File: src/sv/ftd_pkg.sv
// Shared types, widths and constants of the force/torque decoupling block.
// Holds the token that travels along the cell chain and both decoupling matrices.
// No dependencies.
`timescale 1ns / 1ps
`default_nettype none

package ftd_pkg;

  localparam int NUM_CH       = 6;
  localparam int ADC_BITS     = 16;
  localparam int ADC_FIELD_W  = 16;
  localparam int OFFS_FIELD_W = 16;
  localparam int SCALE_W      = 21;
  localparam int CAL_SHIFT    = 8;
  localparam int OUT_SHIFT    = 16;
  localparam int OUT_W        = 32;
  localparam int COEF_W       = 26;
  localparam int HALF         = NUM_CH / 2;

  localparam int MODEL_W      = 2;
  localparam int OFFS_REG_W   = HALF * OFFS_FIELD_W;
  localparam int SCALE_REG_W  = HALF * SCALE_W;
  localparam int CFG_IDX_W    = 3;
  localparam int CFG_DATA_W   = SCALE_REG_W;

  localparam logic [CFG_IDX_W-1:0] REG_SENSOR_MODEL   = 3'd0;
  localparam logic [CFG_IDX_W-1:0] REG_OFFSETS_LOW    = 3'd1;
  localparam logic [CFG_IDX_W-1:0] REG_OFFSETS_HIGH   = 3'd2;
  localparam logic [CFG_IDX_W-1:0] REG_SCALES_LOW     = 3'd3;
  localparam logic [CFG_IDX_W-1:0] REG_SCALES_HIGH    = 3'd4;

  localparam logic [MODEL_W-1:0] MODEL_A = 2'd0;
  localparam logic [MODEL_W-1:0] MODEL_B = 2'd1;

  // calibration arithmetic widths
  localparam int ADC_EXT_W  = ADC_BITS + ADC_FIELD_W;
  localparam int DIFF_W     = ADC_BITS + 1;
  localparam int CPROD_W    = DIFF_W + SCALE_W;
  localparam int CRAW_W     = CPROD_W - CAL_SHIFT;
  localparam int CAL_W      = (CRAW_W > OUT_W) ? OUT_W : CRAW_W;
  localparam int ROUND_CAL  = 1 << (CAL_SHIFT - 1);

  // matrix arithmetic widths
  localparam int PROD_W     = COEF_W + CAL_W;
  localparam int ACC_W      = PROD_W + $clog2(NUM_CH);
  localparam int ORAW_W     = ACC_W - OUT_SHIFT;
  localparam int ROUND_OUT  = 1 << (OUT_SHIFT - 1);

  localparam int ROW_W      = $clog2(NUM_CH);
  localparam logic [ROW_W-1:0] LAST_ROW = ROW_W'(NUM_CH - 1);

  localparam int FIFO_DEPTH = 4;
  localparam int FIFO_AW    = $clog2(FIFO_DEPTH);
  localparam int CRED_W     = $clog2(FIFO_DEPTH + 1);

  localparam int IN_DATA_W  = NUM_CH * ADC_FIELD_W;
  localparam int OUT_DATA_W = NUM_CH * OUT_W;

  typedef logic [NUM_CH-1:0][ADC_FIELD_W-1:0] adc_vec_t;
  typedef logic [NUM_CH-1:0][COEF_W-1:0]      coef_vec_t;
  typedef logic [NUM_CH-1:0][CAL_W-1:0]       cal_vec_t;
  typedef logic [NUM_CH-1:0][OUT_W-1:0]       wrench_t;

  // one matrix row on its way down the chain
  typedef struct packed {
    logic              valid;
    logic              first;
    logic              last;
    logic              invalid;
    logic [ACC_W-1:0]  psum;
    coef_vec_t         coefs;
    cal_vec_t          cals;
  } tok_t;

  typedef struct packed {
    logic    invalid;
    wrench_t wrench;
  } result_t;

  function automatic coef_vec_t mk_row(input int c0, input int c1, input int c2,
                                       input int c3, input int c4, input int c5);
    coef_vec_t r;
    r[0] = COEF_W'(c0);
    r[1] = COEF_W'(c1);
    r[2] = COEF_W'(c2);
    r[3] = COEF_W'(c3);
    r[4] = COEF_W'(c4);
    r[5] = COEF_W'(c5);
    return r;
  endfunction

  // decoupling coefficients, units of 1/65536
  function automatic coef_vec_t coef_row(input logic [MODEL_W-1:0] model,
                                         input logic [ROW_W-1:0] row);
    coef_vec_t r;
    r = '0;
    case (model)
      MODEL_A: begin
        case (row)
          3'd0: r = mk_row(21758096, -30704, -64567, 236027, 118289, -31229);
          3'd1: r = mk_row(44985, 21738021, -965, -105808, 300878, 51788);
          3'd2: r = mk_row(262714, 50978, 14972452, 47757, 5912927, -158871);
          3'd3: r = mk_row(396, -10834, 7741, 251606, 933, -5566);
          3'd4: r = mk_row(6002, -1392, -5831, 1045, 250625, -3376);
          3'd5: r = mk_row(-48483, -39549, -4134, -263, 64, 535289);
          default: r = '0;
        endcase
      end
      MODEL_B: begin
        case (row)
          3'd0: r = mk_row(19125, -2194418, -2571, 2028807, -8244, 167);
          3'd1: r = mk_row(4732, -1266872, 19238, -1177109, 18272, 2371383);
          3'd2: r = mk_row(-3507247, -13767, -3559483, -13371, -3445353, -20747);
          3'd3: r = mk_row(-139679, -311, 139197, 1520, -314, -1075);
          3'd4: r = mk_row(-80079, -1191, -81277, 632, 157874, 198);
          3'd5: r = mk_row(-776, 114398, -494, 104984, 633, 106368);
          default: r = '0;
        endcase
      end
      default: r = '0;
    endcase
    return r;
  endfunction

endpackage

`default_nettype wire

File: src/sv/ftd_cell.sv
// One multiply-accumulate cell of the decoupling chain.
// Holds one channel's calibrated value and adds its term to each passing row. Uses ftd_pkg.
`timescale 1ns / 1ps
`default_nettype none

module ftd_cell (
  input  wire              clk,
  input  wire              rst,
  input  wire ftd_pkg::tok_t tok_in,
  output ftd_pkg::tok_t    tok_out
);
  import ftd_pkg::*;

  logic [CAL_W-1:0]          cal_hold;
  logic [CAL_W-1:0]          cal_use;
  logic signed [PROD_W-1:0]  mult;
  logic signed [PROD_W-1:0]  a_prod;
  tok_t                      sh;
  tok_t                      a_tok;
  tok_t                      b_next;

  // this cell consumes element 0; the rest move down one place
  always_comb begin
    sh = tok_in;
    for (int k = 0; k < NUM_CH - 1; k++) begin
      sh.coefs[k] = tok_in.coefs[k+1];
      sh.cals[k]  = tok_in.cals[k+1];
    end
    sh.coefs[NUM_CH-1] = '0;
    sh.cals[NUM_CH-1]  = '0;
  end

  // the first row of a word brings the new calibrated value
  assign cal_use = tok_in.first ? tok_in.cals[0] : cal_hold;
  assign mult    = $signed(tok_in.coefs[0]) * $signed(cal_use);

  always_ff @(posedge clk) begin
    if (tok_in.valid && tok_in.first) cal_hold <= tok_in.cals[0];
    a_prod <= mult;
  end

  always_comb begin
    b_next      = a_tok;
    b_next.psum = a_tok.psum + ACC_W'(a_prod);
  end

  always_ff @(posedge clk) begin
    if (rst) begin
      a_tok   <= '0;
      tok_out <= '0;
    end else begin
      a_tok   <= sh;
      tok_out <= b_next;
    end
  end

endmodule

`default_nettype wire

File: config.mk
export PLATFORM = sky130hd
export DESIGN_NAME = ftd_cell
export DESIGN_NICKNAME = d
export VERILOG_FILES = /design/src/sv/ftd_pkg.sv /design/src/sv/ftd_cell.sv
export SDC_FILE = /design/constraint.sdc
export NUM_CORES = 2
export LEC_CHECK = 0
export BUFFER_PORTS_ARGS = -buffer_cell sky130_fd_sc_hd__buf_2
export CAP_MARGIN = 5
export CORE_UTILIZATION = 55
export CTS_BUF_LIST = sky130_fd_sc_hd__clkbuf_8
export CTS_CLUSTER_DIAMETER = 40
export CTS_CLUSTER_SIZE = 8
export DETAILED_ROUTE_END_ITERATION = 16
export GPL_TIMING_DRIVEN = 0
export PLACE_DENSITY = 0.85
export SLEW_MARGIN = 20
export SYNTH_ARGS = -nofsm -noshare
export SYNTH_HDL_FRONTEND = slang
export SYNTH_SLANG_ARGS = --single-unit
File: constraint.sdc
create_clock -name clk -period 15.3 [get_ports clk]
set_clock_uncertainty 0.2 [all_clocks]
set_input_delay 3.825 -clock clk [delete_from_list [all_inputs] [get_ports clk]]
set_output_delay 3.825 -clock clk [all_outputs]
set_load 0.05 [all_outputs]
---- Word level (Yosys, flattened, before mapping) ----
Cells that the tools add are included.
word-level totals
  word-level logic and storage cells ...... 40
  register bits after elaboration ......... 884
  output and inout bits ................... 399
cells by class
  mux-type cells .......................... 1
  add/subtract/negate cells ............... 1
  multipliers ............................. 1
  reduce and logical (&&, ||, !) cells .... 1
operator list
  operator             number
  $add A59 B59 Y59     1
  $mul A26 B30 Y56     1
  $mux W30             1
  $logic_and A1 B1 Y1  1

---- Logic depth before layout (Yosys ltp) ----
  depth after elaboration ................. 2
  gate-level depth with buffers ........... 31

---- Least setup slack after synthesis ----
OpenSTA, ideal clock, no wires.
  path type ............................... input port to flip-flop
  start ................................... input tok_in[397] in the netlist's numbering
  end ..................................... register a_prod[55]
  cell stages on the path ................. 27
  slack ................................... 3833 ps
  arrival ................................. 11203 ps
  cell sequence ........................... clkbuf_1 -> buf_1 -> mux2_2 -> clkbuf_1 -> nand2_1 -> inv_1 -> fa_1 -> inv_1 -> fa_1 -> inv_1 -> fa_1 -> fa_1 -> fa_1 -> fa_1 -> inv_1 -> fa_1 -> inv_1 -> ha_1 -> a21o_1 -> a21oi_1 -> nor2_1 -> a211oi_1 -> o31ai_2 -> a41oi_2 -> o21ai_1 -> or4_1 -> nand4_1
between the ends
  word-level cells in the longest chain between the ends .. 2
ends and longest elaborated chain
  what                    RTL line        text
  start: declaration      ftd_cell.sv:9   input wire ftd_pkg::tok_t tok_in,
  $mux W30                ftd_cell.sv:34  assign cal_use = tok_in.first ? tok_in.cals[0] : cal_hold;
  $mul A26 B30 Y56        ftd_cell.sv:35  assign mult = $signed(tok_in.coefs[0]) * $signed(cal_use);
  named net mult[55]      ftd_cell.sv:16  logic signed [PROD_W-1:0] mult;
  end signal: assignment  ftd_cell.sv:39  a_prod <= mult;
  end: declaration        ftd_cell.sv:17  logic signed [PROD_W-1:0] a_prod;
The timed path passes the listed nets, and every way through them passes these cells.
A chain may end at the register's enable or synchronous reset.

---- Final worst setup path ----
  start ................................... input tok_in[397] in the netlist's numbering
  end ..................................... register a_prod[54]
Same word-level chain as after synthesis.

==> results.rst <==
.. list-table::
   :header-rows: 1

   * - Metric
     - Value
   * - Result of the run
     - complete, no violations
   * - Total of endpoints with negative setup slack in the final report
     - 0
   * - Launching element type of the critical path
     - input port
   * - Row cnt
     - 112
   * - Overall die height
     - 309 um
   * - Count of flip-flops with a built-in enable after synthesis
     - 30
   * - Initial antenna violation count
     - 67
   * - Global-route congestion overflow total
     - 0
   * - Critical path destination
     - a_prod[54]
   * - Post-cts resize count
     - 0
   * - Max_cap viols
     - 0
   * - Via count of the first global-routing pass
     - 40316
   * - Number of input and output port buffers inserted
     - 716
   * - Weighted congestion reported at the end of routability-driven placement
     - 1.06
   * - Pre-CTS WS
     - 2.03 ns
   * - Unrepaired setup endpoints after global routing
     - no
   * - Effective utilization at floorplan
     - 55.5%
   * - Clock sink count
     - 772
   * - Flip-flop cell with the highest count after synthesis
     - sky130_fd_sc_hd__dfxtp_1
   * - Combined global-route utilization of all metal layers
     - 43.2%
   * - Horiz. Die Dim
     - 309 um
   * - Latest clock arrival within the worst-skew pair
     - 0.87 ns
   * - Mean routed wirelength per cell
     - 27.7 um
   * - Antenna-violating nets left
     - 0
   * - Arrival time worst endpoint
     - 13.06 ns
   * - Root Buffer
     - sky130_fd_sc_hd__clkbuf_8
   * - Cell variety after synth
     - 69
   * - Final net count
     - 7461
   * - Placeable core region
     - 93300 sq um
   * - Clock tree from TritonCTS
     - done
   * - Crit path time final
     - 12.55 ns
   * - Clock slew seen by the registers of the worst setup and hold paths
     - 0.06 ns
   * - Filler cell count
     - 7730
   * - Worst slew slack as a fraction of its limit
     - 1.24%
   * - I/O pin count
     - 800
   * - Placed instance count
     - 7173
   * - #FFs+latches synth
     - 772
   * - First-pass GRT wire length
     - 285000 um
   * - Number of violations reported at the end of detailed-routing iteration 0
     - 4013
   * - Post-CTS Hold Fix Bufs
     - 0
   * - Share of synthesized area occupied by flip-flops and latches
     - 30.4%
   * - Final core occ
     - 63.8%
   * - Worst-Margin Slew
     - 1.48 ns
   * - Mapped Cells
     - 5147
   * - Inserted Clock Buffers
     - 120
   * - Category of the critical setup timing path
     - input port to flip-flop
   * - Placed wire-length estimate after detailed placement
     - 170000 um
   * - Crit Path Max Fanout
     - 10
   * - Routed vias/inst
     - 5.44
   * - Worst endpoint required time
     - 15.81 ns
   * - Area delta synth->final
     - 14.8%
   * - Capturing point of the worst reg2reg path
     - a_prod[54]
   * - Number of post-CTS setup repair buffers
     - 0
   * - Kind of capture point of the worst setup path
     - flip-flop
   * - Fin Setup TNS
     - 0 ns
   * - Setup slack of the worst register-to-register path
     - 6.32 ns
   * - Critical Path Start
     - tok_in[397]
   * - Upper clock frequency limit
     - 79.7 MHz
   * - Routed via count
     - 40291
   * - Period Utilization, post-route
     - 82.0%
   * - Path type of the worst min-delay path
     - flip-flop to flip-flop
   * - Die area
     - 95400 sq um
   * - Final number of max-transition violations
     - 0
   * - Maximum number of pins on one net before global-route repair
     - 22
   * - Depth of the CTS H-tree
     - 3
   * - Final wirelength
     - 205000 um
   * - Share of synthesized registers carrying an async set or reset
     - 0%
   * - Reg2reg start
     - cal_hold[22]
   * - Leading cell type in the layout, fill and taps excluded
     - sky130_fd_sc_hd__inv_1
   * - Cell Area, Synth
     - 51800 sq um
   * - First drt pass iteration count
     - 5
   * - Final std cells w/o fill
     - 7408
   * - Highest-count cells in the layout ignoring fill and taps
     - 876 x sky130_fd_sc_hd__inv_1, 806 x sky130_fd_sc_hd__fa_1, 742 x sky130_fd_sc_hd__dfxtp_1
   * - Average footprint of a synthesized cell
     - 10.1 sq um
   * - Slack of the critical path
     - 2.75 ns
   * - Largest buffer count on any clock path
     - 3
   * - Worst reg2reg path depth
     - 26
   * - Residual DRC
     - 0
   * - Warning count from the yosys run
     - 0
   * - Final hold viol count
     - 0
   * - Fraction of final layout cells with drive strength greater than 1
     - 16.3%
[cell type report]
class	instances	area [sq um]	area share, %
multi-input cells	3266	31700	53.3
flip-flops and latches	772	15800	26.5
repair buffers	717	3600	6.06
inverters	868	3260	5.48
clock buffers	125	1720	2.89
well taps	1254	1570	2.64
plain buffers	296	1330	2.23
clock inverters	36	385	0.648
diodes	74	185	0.311
[worst max-delay path, stage by stage]
cell	delay, ns
sky130_fd_sc_hd__clkbuf_1	0.19
sky130_fd_sc_hd__clkbuf_2	0.57
sky130_fd_sc_hd__mux2_2	0.49
sky130_fd_sc_hd__clkbuf_1	0.81
sky130_fd_sc_hd__and2_1	0.26
sky130_fd_sc_hd__fa_1	0.42
sky130_fd_sc_hd__fa_1	0.51
sky130_fd_sc_hd__inv_1	0.05
sky130_fd_sc_hd__fa_1	0.39
sky130_fd_sc_hd__fa_1	0.62
sky130_fd_sc_hd__inv_1	0.09
sky130_fd_sc_hd__fa_1	0.57
sky130_fd_sc_hd__fa_1	0.44
sky130_fd_sc_hd__fa_1	0.55
sky130_fd_sc_hd__ha_1	0.32
sky130_fd_sc_hd__clkbuf_1	0.24
sky130_fd_sc_hd__and4_1	0.26
sky130_fd_sc_hd__and3_1	0.22
sky130_fd_sc_hd__nand2_1	0.12
sky130_fd_sc_hd__a211oi_1	0.53
sky130_fd_sc_hd__a211oi_2	0.20
sky130_fd_sc_hd__and3_1	0.26
sky130_fd_sc_hd__nor3_1	0.35
sky130_fd_sc_hd__o31a_1	0.27
sky130_fd_sc_hd__a21o_1	0.22
sky130_fd_sc_hd__a221oi_2	0.09
sky130_fd_sc_hd__xnor2_1	0.13
[synthesized netlist by cell type, types with 20 or more instances]
cell type,number,share of area [%]
sky130_fd_sc_hd__a21o_1,58,0.84
sky130_fd_sc_hd__a21oi_1,108,1.0
sky130_fd_sc_hd__and2_1,324,3.9
sky130_fd_sc_hd__and3_1,20,0.24
sky130_fd_sc_hd__buf_4,56,0.81
sky130_fd_sc_hd__clkbuf_1,236,1.7
sky130_fd_sc_hd__dfxtp_1,742,29
sky130_fd_sc_hd__edfxtp_1,30,1.7
sky130_fd_sc_hd__fa_1,807,31
sky130_fd_sc_hd__ha_1,212,5.1
sky130_fd_sc_hd__inv_1,868,6.3
sky130_fd_sc_hd__mux2_2,31,0.67
sky130_fd_sc_hd__nand2_1,498,3.6
sky130_fd_sc_hd__nor2_1,125,0.91
sky130_fd_sc_hd__nor2b_1,643,7.8
sky130_fd_sc_hd__o21a_1,21,0.30
sky130_fd_sc_hd__o21ai_0,68,0.66
sky130_fd_sc_hd__xnor2_1,64,1.1
sky130_fd_sc_hd__xor2_1,44,0.74
[registers in the layout, summed over array words and instances (netlist names)]
name and flops:
cal_hold 30, a_prod 56, a_tok 343, tok_out 343
[metal layers]
layer / routed length, um / vias to the layer above / GRT usage, % / share of wire [%]
met5: 297 / - / 2.38 / 0.14
met4: 16200 / 30 / 29.7 / 7.9
met3: 29900 / 574 / 21.0 / 15
met2: 83100 / 2470 / 59.7 / 41
met1: 75500 / 20157 / 52.6 / 37
li1: - / 17060 / - / -
[worst min-delay path by stage]
stage                          start            to  slack [ns]  cells after the start
after floorplan             a_tok[0]    tok_out[0]        0.21                      1
after global placement     a_tok[15]   tok_out[15]        0.22                      1
after detailed placement  a_tok[112]  tok_out[112]        0.22                      1
after CTS                 a_tok[235]  tok_out[235]        0.18                      1
after global routing      a_tok[235]  tok_out[235]        0.19                      1
final                     a_tok[208]  tok_out[208]        0.17                      1
[cells by family (layout without fill, tap and decap cells)]
kind of cell               after synthesis  after routing  synth area share (%)
DFF                                    772            772                  30.4
and+or+nand+nor                       1695           1695                  17.5
muxes                                   31             31                 0.674
xor gates and xnor gates               108            108                  1.83
AOI/OAI and AO/OA                      357            357                  4.47
adders and majority gates             1019           1019                  36.3
buffers and inverters                 1164           2042                  8.84
other                                    1            130               0.00724
[through the flow]
step           area, sq um  hold WS (ns)
3_3_place_gp         57200         0.217
6_report             59500         0.171
5_1_grt              59400         0.187
2_1_floorplan        52000         0.214
4_1_cts              59300         0.181
3_5_place_dp         57200         0.220
Power is not shown: default switching activity piles up to over one toggle a cycle in this logic, so the estimate is an artifact.
