### config.mk
export PLATFORM = sky130hd
export DESIGN_NAME = ftd_collect
export DESIGN_NICKNAME = d
export VERILOG_FILES = /design/src/sv/ftd_pkg.sv /design/src/sv/ftd_collect.sv
export SDC_FILE = /design/constraint.sdc
export NUM_CORES = 1
export LEC_CHECK = 0
export BUFFER_PORTS_ARGS = -buffer_cell sky130_fd_sc_hd__buf_4
export CORE_ASPECT_RATIO = 1.5
export CORE_MARGIN = 2
export CORE_UTILIZATION = 50
export DETAILED_ROUTE_END_ITERATION = 8
export PLACE_DENSITY = 0.75
export SLEW_MARGIN = 40
export SYNTH_ARGS = -nofsm -noshare
export SYNTH_HDL_FRONTEND = slang
export SYNTH_SLANG_ARGS = --single-unit
### constraint.sdc
create_clock -name clk -period 9 [get_ports clk]
set_input_delay 0.9 -clock clk [delete_from_list [all_inputs] [get_ports clk]]
set_output_delay 0.9 -clock clk [all_outputs]
set_load 0.01 [all_outputs]
### src/sv/ftd_pkg.sv
// Shared types, widths and constants of the force/torque decoupling block.
// Holds the token that travels along the cell chain and both decoupling matrices.
// No dependencies.
`timescale 1ns / 1ps
`default_nettype none

package ftd_pkg;

  localparam int NUM_CH       = 6;
  localparam int ADC_BITS     = 16;
  localparam int ADC_FIELD_W  = 16;
  localparam int OFFS_FIELD_W = 16;
  localparam int SCALE_W      = 21;
  localparam int CAL_SHIFT    = 8;
  localparam int OUT_SHIFT    = 16;
  localparam int OUT_W        = 32;
  localparam int COEF_W       = 26;
  localparam int HALF         = NUM_CH / 2;

  localparam int MODEL_W      = 2;
  localparam int OFFS_REG_W   = HALF * OFFS_FIELD_W;
  localparam int SCALE_REG_W  = HALF * SCALE_W;
  localparam int CFG_IDX_W    = 3;
  localparam int CFG_DATA_W   = SCALE_REG_W;

  localparam logic [CFG_IDX_W-1:0] REG_SENSOR_MODEL   = 3'd0;
  localparam logic [CFG_IDX_W-1:0] REG_OFFSETS_LOW    = 3'd1;
  localparam logic [CFG_IDX_W-1:0] REG_OFFSETS_HIGH   = 3'd2;
  localparam logic [CFG_IDX_W-1:0] REG_SCALES_LOW     = 3'd3;
  localparam logic [CFG_IDX_W-1:0] REG_SCALES_HIGH    = 3'd4;

  localparam logic [MODEL_W-1:0] MODEL_A = 2'd0;
  localparam logic [MODEL_W-1:0] MODEL_B = 2'd1;

  // calibration arithmetic widths
  localparam int ADC_EXT_W  = ADC_BITS + ADC_FIELD_W;
  localparam int DIFF_W     = ADC_BITS + 1;
  localparam int CPROD_W    = DIFF_W + SCALE_W;
  localparam int CRAW_W     = CPROD_W - CAL_SHIFT;
  localparam int CAL_W      = (CRAW_W > OUT_W) ? OUT_W : CRAW_W;
  localparam int ROUND_CAL  = 1 << (CAL_SHIFT - 1);

  // matrix arithmetic widths
  localparam int PROD_W     = COEF_W + CAL_W;
  localparam int ACC_W      = PROD_W + $clog2(NUM_CH);
  localparam int ORAW_W     = ACC_W - OUT_SHIFT;
  localparam int ROUND_OUT  = 1 << (OUT_SHIFT - 1);

  localparam int ROW_W      = $clog2(NUM_CH);
  localparam logic [ROW_W-1:0] LAST_ROW = ROW_W'(NUM_CH - 1);

  localparam int FIFO_DEPTH = 4;
  localparam int FIFO_AW    = $clog2(FIFO_DEPTH);
  localparam int CRED_W     = $clog2(FIFO_DEPTH + 1);

  localparam int IN_DATA_W  = NUM_CH * ADC_FIELD_W;
  localparam int OUT_DATA_W = NUM_CH * OUT_W;

  typedef logic [NUM_CH-1:0][ADC_FIELD_W-1:0] adc_vec_t;
  typedef logic [NUM_CH-1:0][COEF_W-1:0]      coef_vec_t;
  typedef logic [NUM_CH-1:0][CAL_W-1:0]       cal_vec_t;
  typedef logic [NUM_CH-1:0][OUT_W-1:0]       wrench_t;

  // one matrix row on its way down the chain
  typedef struct packed {
    logic              valid;
    logic              first;
    logic              last;
    logic              invalid;
    logic [ACC_W-1:0]  psum;
    coef_vec_t         coefs;
    cal_vec_t          cals;
  } tok_t;

  typedef struct packed {
    logic    invalid;
    wrench_t wrench;
  } result_t;

  function automatic coef_vec_t mk_row(input int c0, input int c1, input int c2,
                                       input int c3, input int c4, input int c5);
    coef_vec_t r;
    r[0] = COEF_W'(c0);
    r[1] = COEF_W'(c1);
    r[2] = COEF_W'(c2);
    r[3] = COEF_W'(c3);
    r[4] = COEF_W'(c4);
    r[5] = COEF_W'(c5);
    return r;
  endfunction

  // decoupling coefficients, units of 1/65536
  function automatic coef_vec_t coef_row(input logic [MODEL_W-1:0] model,
                                         input logic [ROW_W-1:0] row);
    coef_vec_t r;
    r = '0;
    case (model)
      MODEL_A: begin
        case (row)
          3'd0: r = mk_row(21758096, -30704, -64567, 236027, 118289, -31229);
          3'd1: r = mk_row(44985, 21738021, -965, -105808, 300878, 51788);
          3'd2: r = mk_row(262714, 50978, 14972452, 47757, 5912927, -158871);
          3'd3: r = mk_row(396, -10834, 7741, 251606, 933, -5566);
          3'd4: r = mk_row(6002, -1392, -5831, 1045, 250625, -3376);
          3'd5: r = mk_row(-48483, -39549, -4134, -263, 64, 535289);
          default: r = '0;
        endcase
      end
      MODEL_B: begin
        case (row)
          3'd0: r = mk_row(19125, -2194418, -2571, 2028807, -8244, 167);
          3'd1: r = mk_row(4732, -1266872, 19238, -1177109, 18272, 2371383);
          3'd2: r = mk_row(-3507247, -13767, -3559483, -13371, -3445353, -20747);
          3'd3: r = mk_row(-139679, -311, 139197, 1520, -314, -1075);
          3'd4: r = mk_row(-80079, -1191, -81277, 632, 157874, 198);
          3'd5: r = mk_row(-776, 114398, -494, 104984, 633, 106368);
          default: r = '0;
        endcase
      end
      default: r = '0;
    endcase
    return r;
  endfunction

endpackage

`default_nettype wire

### src/sv/ftd_collect.sv
// Output end: rounds and saturates each row, gathers six rows, queues results.
// Drives the master-side stream. Uses ftd_pkg.
`timescale 1ns / 1ps
`default_nettype none

module ftd_collect (
  input  wire                           clk,
  input  wire                           rst,
  input  wire ftd_pkg::tok_t            tok_in,
  output logic                          out_valid,
  input  wire                           out_ready,
  output ftd_pkg::result_t              out_res
);
  import ftd_pkg::*;

  logic [ACC_W-1:0]  rnd;
  logic [ORAW_W-1:0] raw;
  logic [OUT_W-1:0]  val;

  logic              r_valid;
  logic              r_last;
  logic              r_inv;
  logic [OUT_W-1:0]  r_val;

  wrench_t           rows;
  wrench_t           rows_next;

  result_t              fifo [FIFO_DEPTH];
  logic [FIFO_AW-1:0]   wp;
  logic [FIFO_AW-1:0]   rp;
  logic [CRED_W-1:0]    fill;
  logic                 push;
  logic                 pop;

  always_comb begin
    rnd = tok_in.psum + ACC_W'(ROUND_OUT);
    raw = rnd[ACC_W-1:OUT_SHIFT];
    if (tok_in.invalid)
      val = '0;
    else if (raw[ORAW_W-1:OUT_W-1] != {(ORAW_W-OUT_W+1){raw[ORAW_W-1]}})
      val = {raw[ORAW_W-1], {(OUT_W-1){~raw[ORAW_W-1]}}};
    else
      val = raw[OUT_W-1:0];
  end

  always_ff @(posedge clk) begin
    if (rst) begin
      r_valid <= 1'b0;
      r_last  <= 1'b0;
      r_inv   <= 1'b0;
    end else begin
      r_valid <= tok_in.valid;
      r_last  <= tok_in.last;
      r_inv   <= tok_in.invalid;
    end
  end

  always_ff @(posedge clk) begin
    r_val <= val;
  end

  // row 0 arrives first and ends up in the lowest slot
  always_comb begin
    for (int k = 0; k < NUM_CH - 1; k++) rows_next[k] = rows[k+1];
    rows_next[NUM_CH-1] = r_val;
  end

  always_ff @(posedge clk) begin
    if (r_valid) rows <= rows_next;
  end

  // entry always free: the top level holds back input beyond the queue depth
  assign push = r_valid && r_last;
  assign pop  = out_valid && out_ready;

  always_ff @(posedge clk) begin
    if (push) begin
      fifo[wp].invalid <= r_inv;
      fifo[wp].wrench  <= rows_next;
    end
  end

  always_ff @(posedge clk) begin
    if (rst) begin
      wp   <= '0;
      rp   <= '0;
      fill <= '0;
    end else begin
      if (push) wp <= wp + 1'b1;
      if (pop)  rp <= rp + 1'b1;
      fill <= fill + CRED_W'(push) - CRED_W'(pop);
    end
  end

  assign out_valid = (fill != '0);
  assign out_res   = fifo[rp];

endmodule

`default_nettype wire

### After elaboration in Yosys (flattened, before gate mapping)

Memory sizes are Yosys's and may differ from the RTL's. A register that Yosys moved wholly into a read port is not among the register bits.
Index checks and enable logic that the tools add are counted.

| operators by class | value |
|---|---|
| add/subtract/negate cells | 5 |
| equal/unequal tests | 1 |
| mux-type cells | 5 |
| bitwise operators | 1 |
| reductions and logical operators | 3 |

Operators by type and width:

| cell | count |
|---|---|
| $add 59x16->59 const B | 1 |
| $mux 32 | 1 |
| $ne 11x11->1 | 1 |
| $add 2x1->2 const B | 2 |
| $mux 2 | 2 |
| $add 3x1->3 | 1 |
| $reduce_bool 3->1 | 1 |
| $sub 3x1->3 | 1 |
| $logic_and 1x1->1 | 2 |
| $mux 1 | 2 |
| $not 1->1 | 1 |

| word-level totals | value |
|---|---|
| bits in registers | 202 |
| memory bits (writable) | 772 |
| bits of input ports | 402 |
| memories | 1 |

Memories:

| memory | depth | width | rd ports | clocked after memory_dff | wr ports | line | source |
|---|---|---|---|---|---|---|---|
| fifo | 4 | 193 | 1 | 1 | 1 | ftd_collect.sv:28 | `result_t fifo [FIFO_DEPTH];` |

### Depth between registers and ports, before layout

Gate-level depths: netlist (run 1).

| depth | value |
|---|---|
| depth after elaboration | 4 |
| mapped depth | 10 |

### Least setup slack after synthesis (run 1)

Ideal clock, no wire load.

| timing | value |
|---|---|
| kind | flip-flop to flip-flop |
| start point | register r_valid |
| end point | memory fifo[2][0] in the netlist's numbering, enable pin |
| setup time | 0.578 ns |
| arrival time | 8.664 ns |
| required time | 8.422 ns |
| setup slack | -0.242 ns |
| stages on the path, launching flop included | 2 |
| period minus slack after synthesis | 9.242 ns |
| cells stage by stage | dfxtp_1 and3_1 |

| on the way | value |
|---|---|
| word-level cells in the longest chain between the ends | 3 |

Ends and longest elaborated chain:

| element | line | source |
|---|---|---|
| from (decl) | ftd_collect.sv:20 | `logic r_valid;` |
| from (signal assigned) | ftd_collect.sv:52 | `r_valid <= tok_in.valid;` |
| $logic_and 1x1->1 | ftd_collect.sv:73 | `assign push = r_valid && r_last;` |
| $mux 1 | ftd_collect.sv:77 | `if (push) begin` |
| $mux 1 (not written as such) | ftd_collect.sv:79 | `fifo[wp].wrench <= rows_next;` |
| to (decl) | ftd_collect.sv:28 |  |

Every way passes these cells.

==> metrics.md, run 1 <==
| Metric | Value |
|---|---|
| Crit path max-delay family | `buffers and inverters` |
| Number of synthesized register bits | `roughly 980` |
| Slew HR | `a little over two fifths` |
| Library cells used by synthesis | `48` |
| Outcome | `finished clean` |
| Startpoint types | `flop` |
| Leakage | `between 10 and 15 nW` |
| Post_cts resized | `0` |
| WP data required | `approximately 8 ns` |
| Io pins | `a little under 600` |
| ANT cells | `0` |
| Critical Path Sink Type | `output pin` |
| Port buffer count | `between 200 and 250` |
| Pwr Density | `around 260 nW/um^2` |
| Hold Vio Cnt, Final | `0` |
| Core Region | `between 60000 and 70000 um^2` |
| R2R setup slack | `approximately 5.6 ns` |
| # placed instances | `roughly 2600` |
| Hold Path Stages | `2` |
| Hold_sp | `tok_in[398]` |
| CP Max Fanout | `58` |
| Max Cap Viol | `0` |
| Worst Hold Margin | `0.473 ns` |
| Most common cell after layout, fill and taps aside | `edfxtp_1` |
| CTS root buf | `clkbuf_16` |
| Peak Freq | `around 230 MHz` |
| Fin util | `58.6%` |
| TritonCTS clock tree | `yes` |
| CP Class | `flop to output pin` |
| Area of the die | `72400 um^2` |
| Syn Inst Count | `about 1400` |
| Post-route ant nets | `0` |
| Vias in the first global route | `about 16000` |
| Post-CTS Setup Repair Bufs | `0` |
| Register area share after synthesis | `just over 80%` |
| Worst-path clk slew | `approximately 0.060 ns` |
| Worst-Margin Slew | `between 0.8 and 0.9 ns` |
| Crit Reg-Reg Startpoint | `r_valid$_SDFF_PP0_` |
| CP cell instances | `buf_12 > buf_16 > buf_6 > mux4_2 > buf_4` |
| Worst path bufs/invs | `4` |
| Reg2reg path depth | `3` |
| Number of CTS-inserted buffers | `82` |
| Worst skew pair latency | `0.64 ns` |
| Pin count of the biggest net entering global routing | `92` |
| Tmin final | `~4.4 ns` |
| GRT overflow | `0` |
| Layout net count | `2160` |
| Chip Width | `roughly 220 um` |
| Row cnt | `between 100 and 150` |
| Worst Path Arrival | `3.53 ns` |
| Area Growth Syn to Fin | `16.5%` |
| Most frequent cells in the layout | `932 x edfxtp_1, 255 x buf_4, 193 x mux4_2` |
| Final HPWL DP | `a little under 40000 um` |
| # H-tree levels | `3` |
| Post-Route WL | `65600 um` |
| RSZ-0062 raised after global routing | `false` |
| Hold endpoint | `r_valid$_SDFF_PP0_` |
| WL/cell | `24.1 um` |
| DR pass1 iterations | `5` |
| Vias per cell | `roughly 5.6` |
| Worst Skew | `around 0.021 ns` |
| RR Endpoint | `fifo[2][31]$_DFFE_PP_` |
| Hold-fix buffers at CTS | `0` |
| Fin crit share | `49.2%` |
| Endpoints failing setup | `0` |
| Cell area after synthesis | `around 35000 um^2` |
| Initial DRC count | `about 1200` |
| Clk sinks | `976` |
| Min-Delay Path Class | `input port to flop` |
| Placer Congestion | `0.885` |
| Global Route Usage Sum | `between 10% and 20%` |
| Clk buf depth | `3` |
| Initial Util | `50.2%` |
| Setup TNS | `0 ns` |
| Initial antenna violation count | `0` |
| Number of fill cells | `4769` |
| CP max-delay cell | `dfxtp_4` |
| Syn_nets | `around 1900` |
| Slew Viols, Final | `0` |
| Synthesized area per cell | `between 20 and 25 um^2` |
| Layout cells sized above 1 | `about a third` |
| Number of remaining DRC errors | `0` |
| Die height | `between 300 and 400 um` |
| First-pass GRT wire length | `just under 100000 um` |
| VDD IR max | `0.168 mV` |
| Vias | `around 15000` |
| Ys Warns | `0` |
| Non-filler instance count after layout | `2726` |
| Worst path max stage delay | `roughly 0.66 ns` |
==> per-stage QoR <==
stage / setup WS, ns / power [mW] / cell area [um^2]
finish: 4.57 / 10.5 / 40900
global placement: 4.83 / 7.00 / 38000
global route: 4.24 / 10.8 / 40900
detailed placement: 4.74 / 7.02 / 38100
CTS: 4.24 / 10.6 / 40900
floorplan: 1.74 / 6.24 / 35100
==> layout make-up <==
class                   count  area, um^2  share of cell area, %
inverters                   7        26.3                 0.0643
clock inverters            36         452                   1.10
repair buffers            268        2100                   5.14
multi-input cells         415        6000                   14.7
well taps                 907        1130                   2.78
clock buffers             117        2290                   5.61
flip-flops and latches    976       28900                   70.6
==> synth_stat cells, drive strengths merged <==
library cell    n  share of area, %
edfxtp        932                80
mux4          193                12
dfxtp          44               2.5
a21oi          33              0.80
buf            33              0.43
xor2           21              0.58
nand3          19              0.31
nor2           19              0.20
xnor2          19              0.50
and3           18              0.33
clkbuf         18              0.19
nand2          18              0.19
nand4          12              0.23
nor3            9              0.13
ha              7              0.25
inv             7             0.075
and4            5              0.12
nor2b           5             0.089
o21ai           5             0.071
and2            4             0.071
nor4            4              0.11
o2111ai         3             0.075
a211oi          2             0.043
a311oi          2             0.050
nand2b          2             0.036
or3             2             0.036
or4             2             0.064
a21o            1             0.021
a2bb2oi         1             0.043
a31o            1             0.025
fa              1             0.057
nand4b          1             0.025
o211ai          1             0.021
o21a            1             0.021
o22ai           1             0.018
o31ai           1             0.061
o32ai           1             0.025
o41a            1             0.036
==> layer usage <==
layer	global-route usage [%]	share of wire (%)	routed length (um)	vias to the layer above
met5	0	0	0	-
met4	6.14	2.5	1610	0
met3	3.74	5.4	3540	113
met2	30.8	52	34000	433
met1	24.2	40	26500	7947
li1	-	-	-	6696
==> cell families after synthesis <==
group / synth area share (%)
DFF: 82.3
muxes: 12.4
and+or+nand+nor: 1.95
buffers and inverters: 0.695
AOI/OAI and AO/OA: 1.31
xor gates and xnor gates: 1.07
adders and majority gates: 0.307
==> worst max-delay path by stage <==
stage | from | to | slack, ns | cells past startpoint
finish | flop | out_res[157] | 4.57 | 5
global route | flop | out_res[157] | 4.24 | 5
CTS | flop | out_res[157] | 4.24 | 4
detailed placement | tok_in[383] | r_val[10]$_SDFF_PP0_ | 4.74 | 10
global placement | tok_in[355] | r_val[10]$_SDFF_PP0_ | 4.83 | 9
floorplan | r_valid$_SDFF_PP0_ | fifo[2][0]$_DFFE_PP_ | 1.74 | 1
==> power breakdown <==
part	internal, mW	switching [mW]	total, mW
clock	2.01	1.57	3.58
sequential	5.03	0.102	5.13
combinational	0.940	0.812	1.75
total	7.98	2.49	10.5
==> flip-flops by register name (all words and copies together) (netlist names), 2 cells and up, named ones only <==
register  cells
rp            2
rows        160
fifo        772
wp            2
r_val        32
fill          3
(Power assumes the default switching activity.)
==> run 2: changes to the inputs <==
--- a/config.mk
+++ b/config.mk
@@ -8,9 +8,9 @@
 export BUFFER_PORTS_ARGS = -buffer_cell sky130_fd_sc_hd__buf_4
 export CORE_ASPECT_RATIO = 1.5
 export CORE_MARGIN = 2
-export CORE_UTILIZATION = 50
+export CORE_UTILIZATION = 56
 export DETAILED_ROUTE_END_ITERATION = 8
-export PLACE_DENSITY = 0.75
+export PLACE_DENSITY = 0.8
 export SLEW_MARGIN = 40
 export SYNTH_ARGS = -nofsm -noshare
 export SYNTH_HDL_FRONTEND = slang
==> constraint.sdc (replaced) <==
create_clock -name clk -period 4.47 [get_ports clk]
set_input_delay 0.447 -clock clk [delete_from_list [all_inputs] [get_ports clk]]
set_output_delay 0.447 -clock clk [all_outputs]
set_load 0.01 [all_outputs]
==> metrics.md, run 2 (synthesis results as in run 1) <==
| Metric | Value |
|---|---|
| Slew Viols, Final | `0` |
| Peak Freq | `316 MHz` |
| CTS root buf | `clkbuf_16` |
| Pwr Density | `roughly 510 nW/um^2` |
| ANT cells | `0` |
| Hold-fix buffers at CTS | `0` |
| Worst skew pair latency | `0.63 ns` |
| Number of CTS-inserted buffers | `just over 80` |
| Layout net count | `between 2000 and 2500` |
| Chip Width | `~210 um` |
| Row cnt | `112` |
| Fin crit share | `between 70% and 80%` |
| Worst Hold Margin | `roughly 0.034 ns` |
| Vias per cell | `around 5.9` |
| Post-Route WL | `66500 um` |
| # H-tree levels | `3` |
| Dpl cell area | `around 38000 um^2` |
| WL/cell | `25.3 um` |
| Endpoints failing setup | `0` |
| Die height | `about 310 um` |
| Clk buf depth | `3` |
| Initial DRC count | `1445` |
| Max FFs per register | `roughly 770` |
| DR pass1 iterations | `5` |
| Post_cts resized | `0` |
| Slew HR | `~43%` |
| Final HPWL DP | `39500 um` |
| Worst-Margin Slew | `around 0.85 ns` |
| Fin util | `65.9%` |
| CP Class | `flop to output pin` |
| DP Worst Slack | `between 0.6 and 0.7 ns` |
| Layout cells sized above 1 | `between 30% and 40%` |
| Setup TNS | `0 ns` |
| Hold Path Stages | `2` |
| Critical Path Sink Type | `output pin` |
| Vias in the first global route | `between 15000 and 20000` |
| Worst-path clk slew | `about 0.060 ns` |
| Outcome | `finished clean` |
| Most common cell after layout, fill and taps aside | `edfxtp_1` |
| Startpoint types | `flop` |
| Initial antenna violation count | `0` |
| RSZ-0062 raised after global routing | `false` |
| Largest regs | `fifo: 772 flops, rows: 160 flops, r_val: 32 flops` |
| Worst Path Arrival | `about 2.7 ns` |
| CP Max Fanout | `66` |
| Final worst slack | `1.30 ns` |
| Area of the die | `between 60000 and 70000 um^2` |
| Clk sinks | `976` |
| Leakage | `between 10 and 15 nW` |
| Reg with most FFs | `fifo` |
| First-pass GRT wire length | `101000 um` |
| Min-Delay Path Class | `input port to flop` |
| Core Region | `62100 um^2` |
| Port buffer count | `approximately 240` |
| Post-route ant nets | `0` |
| Placer Congestion | `approximately 0.93` |
| Hold Vio Cnt, Final | `0` |
| Reg2reg path depth | `10` |
| Vias | `between 15000 and 20000` |
| Max Cap Viol | `0` |
| Global Route Usage Sum | `a little over a fifth` |
| GRT overflow | `0` |
| Pin count of the biggest net entering global routing | `80` |
| VDD IR max | `around 0.32 mV` |
| Post-CTS Setup Repair Bufs | `0` |
| TritonCTS clock tree | `yes` |
| WP data required | `4.02 ns` |
| Initial Util | `between 50% and 60%` |
| Io pins | `roughly 600` |
| Number of remaining DRC errors | `0` |
| Number of fill cells | `approximately 3800` |
| Area Growth Syn to Fin | `16.7%` |
| Tmin final | `roughly 3.2 ns` |
| Worst Skew | `0.0140 ns` |
| Most frequent cells in the layout | `932 x edfxtp_1, 262 x buf_4, 193 x mux4_2` |
| Final Cell Area | `roughly 41000 um^2` |
==> run 2: layer usage <==
metal | track usage [%] | wire (um)
met1 | 27.6 | 26000
met2 | 35.1 | 34300
met3 | 3.78 | 3830
met4 | 8.91 | 2360
met5 | 0 | 0
==> run 2: through the flow <==
stage,instances,power [mW]
2_1_floorplan,1449,12.5
3_3_place_gp,2472,14.1
3_5_place_dp,2474,14.2
4_1_cts,2627,21.3
5_1_grt,2628,21.7
6_report,2628,21.0
==> run 2: final cells by class <==
cell class,count,area [um^2],area share [%]
clock buffer,110,2380,5.81
timing repair buffer,279,2300,5.61
multi-input combinational,415,6010,14.7
tap,798,998,2.44
inverter,7,26.3,0.0642
sequential,976,28900,70.5
clock inverter,43,349,0.853
==> run 2: final timing paths <==
| check | startpoint | endpoint | slack [ns] |
|---|---|---|---|
| min reg2reg | r_inv$_SDFF_PP0_ | fifo[0][192]$_DFFE_PP_ | 0.48 |
| max reg2reg | fill[1]$_SDFF_PP0_ | fill[2]$_SDFF_PP0_ | 1.91 |
| min | tok_in[398] | r_valid$_SDFF_PP0_ | 0.03 |
| max | flop | out_res[81] | 1.30 |
==> run 2: where the power goes <==
part           internal, mW  total [mW]  switching (mW)
clock network          4.05        7.12            3.08
logic                  1.91        3.58            1.68
registers              10.1        10.3           0.199
total                  16.1        21.0            4.95
==> run 2: critical path, cell delays in order (launching register included) <==
cell	delay, ns
dfxtp_4	0.68
buf_12	0.48
mux4_2	0.64
buf_4	0.17
==> run 3: changes to the inputs <==
--- a/config.mk
+++ b/config.mk
@@ -8,9 +8,9 @@
 export BUFFER_PORTS_ARGS = -buffer_cell sky130_fd_sc_hd__buf_4
 export CORE_ASPECT_RATIO = 1.5
 export CORE_MARGIN = 2
-export CORE_UTILIZATION = 56
+export CORE_UTILIZATION = 50
 export DETAILED_ROUTE_END_ITERATION = 8
-export PLACE_DENSITY = 0.8
+export PLACE_DENSITY = 0.75
 export SLEW_MARGIN = 40
 export SYNTH_ARGS = -nofsm -noshare
 export SYNTH_HDL_FRONTEND = slang
==> constraint.sdc (replaced) <==
create_clock -name clk -period 2.8 [get_ports clk]
set_input_delay 0.28 -clock clk [delete_from_list [all_inputs] [get_ports clk]]
set_output_delay 0.28 -clock clk [all_outputs]
set_load 0.01 [all_outputs]
==> metrics.md, run 3 (synthesis results as in run 1) <==
| Metric | Value |
|---|---|
| Peak Freq | `374 MHz` |
| Most common cell after layout, fill and taps aside | `edfxtp_1` |
| Port buffer count | `243` |
| # H-tree levels | `3` |
| Hold Vio Cnt, Final | `0` |
| Post-route ant nets | `0` |
| GRT overflow | `0` |
| Largest regs | `fifo: 772 flops, rows: 160 flops, r_val: 32 flops` |
| Vias per cell | `between 5 and 6` |
| Tmin final | `between 2 and 3 ns` |
| Outcome | `finished clean` |
| Uppermost layer routed | `met4` |
| Io pins | `slightly below 600` |
| Reg with most FFs | `fifo` |
| Vias in the first global route | `around 16000` |
| Initial DRC count | `1408` |
| Most frequent cells in the layout | `932 x edfxtp_1, 288 x buf_4, 193 x mux4_2` |
| Core Region | `69800 um^2` |
| WL/cell | `between 20 and 25 um` |
| Post-Route WL | `66900 um` |
| Placer Congestion | `approximately 0.86` |
| Initial antenna violation count | `0` |
| DR pass1 iterations | `5` |
| RSZ-0062 raised after global routing | `false` |
| Final HPWL DP | `between 40000 and 50000 um` |
| ANT cells | `0` |
| WL met3 | `3630 um` |
| Post-CTS Setup Repair Bufs | `0` |
| Layout cells sized above 1 | `35.6%` |
| Worst Skew | `slightly below 0.02 ns` |
| First-pass GRT wire length | `100000 um` |
| Row cnt | `around 120` |
| Endpoints failing setup | `0` |
| Initial Util | `50.2%` |
| Worst-path clk slew | `0.06 ns` |
| Number of CTS-inserted buffers | `just over 80` |
| Slew Viols, Final | `0` |
| Max Cap Viol | `0` |
| Non-filler instance count after layout | `2793` |
| Clk sinks | `between 900 and 1000` |
| Fin crit share | `a little over nine tenths` |
| M1 wire length | `between 20000 and 30000 um` |
| VDD IR max | `~0.54 mV` |
| Worst skew pair latency | `about 0.63 ns` |
| Worst-Margin Slew | `about 0.75 ns` |
| Global Route Usage Sum | `a little under a fifth` |
| Pwr Density | `just over 800 nW/um^2` |
| Worst Path Arrival | `3.18 ns` |
| Area Growth Syn to Fin | `18.7%` |
| CTS root buf | `clkbuf_16` |
| TritonCTS clock tree | `yes` |
| Clk buf depth | `3` |
| CP Max Fanout | `13` |
| Layout net count | `roughly 2200` |
| Number of remaining DRC errors | `0` |
| Leakage | `~13 nW` |
| Critical Path Sink Type | `flop` |
| Max FFs per register | `between 700 and 800` |
| Pin count of the biggest net entering global routing | `87` |
| Slew HR | `50.1%` |
| WP data required | `about 3.3 ns` |
| Met2 wire len | `34800 um` |
| Min-Delay Path Class | `input port to flop` |
| Area of the die | `between 70000 and 80000 um^2` |
| Final Power | `between 30 and 40 mW` |
| Startpoint types | `input port` |
| Vias | `15500` |
| # placed instances | `2617` |
| Die height | `between 300 and 400 um` |
| CP Class | `input port to flop` |
| Chip Width | `roughly 220 um` |
run 3: changes by cell type in the layout (fill, tap and decap cells not counted), sizes merged:
| cell | before | now |
|---|---|---|
| bufinv | 5 | 7 |
| clkbuf | 110 | 112 |
| clkinvlp | 3 | 0 |
| inv | 10 | 12 |
| dlygate4sd3 | 0 | 25 |
| buf | 279 | 312 |
| clkinv | 32 | 27 |
run 3: stage by stage:
step | setup WS [ns] | utilization, % | TNS [ns] | cell area (um^2) | hold slack [ns]
floorplan | -1.66 | - | -1274.08 | 35100 | 0.352
global placement | -0.0523 | 55.4 | -0.228 | 38700 | 0.461
detailed placement | -0.0955 | 55.4 | -0.801 | 38700 | 0.479
CTS | 0.0415 | 59.6 | 0 | 41600 | 0.00521
global route | 0.0173 | 59.7 | 0 | 41700 | 0.0118
finish | 0.123 | 59.7 | 0 | 41700 | 0.0322
run 3: power breakdown:
| part | total [mW] | switching (mW) | internal, mW |
|---|---|---|---|
| clock | 11.5 | 4.96 | 6.50 |
| combinational | 6.03 | 2.79 | 3.23 |
| sequential | 16.4 | 0.227 | 16.2 |
| total | 33.9 | 7.98 | 25.9 |
run 3: what timing repair did:
| item | CTS | global route |
|---|---|---|
| endpoints found under the hold margin | 33 | 0 |
| endpoints found under the setup margin | 0 | 2 |
| hold buffers | 25 | 0 |
| gates resized for setup | 0 | 2 |
run 3: metal layers:
layer / global-route usage, % / vias to the layer above
met4: 6.29 / 0
met1: 24.3 / 8086
met2: 31.5 / 458
li1: - / 6820
met5: 0 / -
met3: 3.81 / 110
run 3: critical path: stages:
cell           delay (ns)
dlygate4sd3_1        0.54
buf_4                0.13
and4_1               0.32
and4_1               0.36
nand3_1              0.24
o21ai_0              0.33
o211ai_1             0.25
o31ai_4              0.32
buf_4                0.30
a21oi_2              0.10
run 3: path summary, 6_finish.rpt:
kind / startpoint / end / slack, ns / depth (start not counted)
worst max-delay path: tok_in[371] / r_val[28]$_SDFF_PP0_ / 0.12 / 10
worst min register to register: rows[62]$_DFFE_PP_ / fifo[0][30]$_DFFE_PP_ / 0.50 / 0
worst max register to register: fill[1]$_SDFF_PP0_ / fill[2]$_SDFF_PP0_ / 0.32 / 10
worst min-delay path: tok_in[358] / r_val[6]$_SDFF_PP0_ / 0.03 / 3
run 3: layout make-up:
| class | instances | area, um^2 |
|---|---|---|
| Clock buffer | 112 | 2320 |
| Clock inverter | 39 | 405 |
| Fill cell | 4679 | 28200 |
| Inverter | 7 | 26.3 |
| Multi-Input combinational cell | 415 | 6000 |
| Sequential cell | 976 | 28900 |
| Tap cell | 907 | 1130 |
| Timing Repair Buffer | 337 | 2890 |
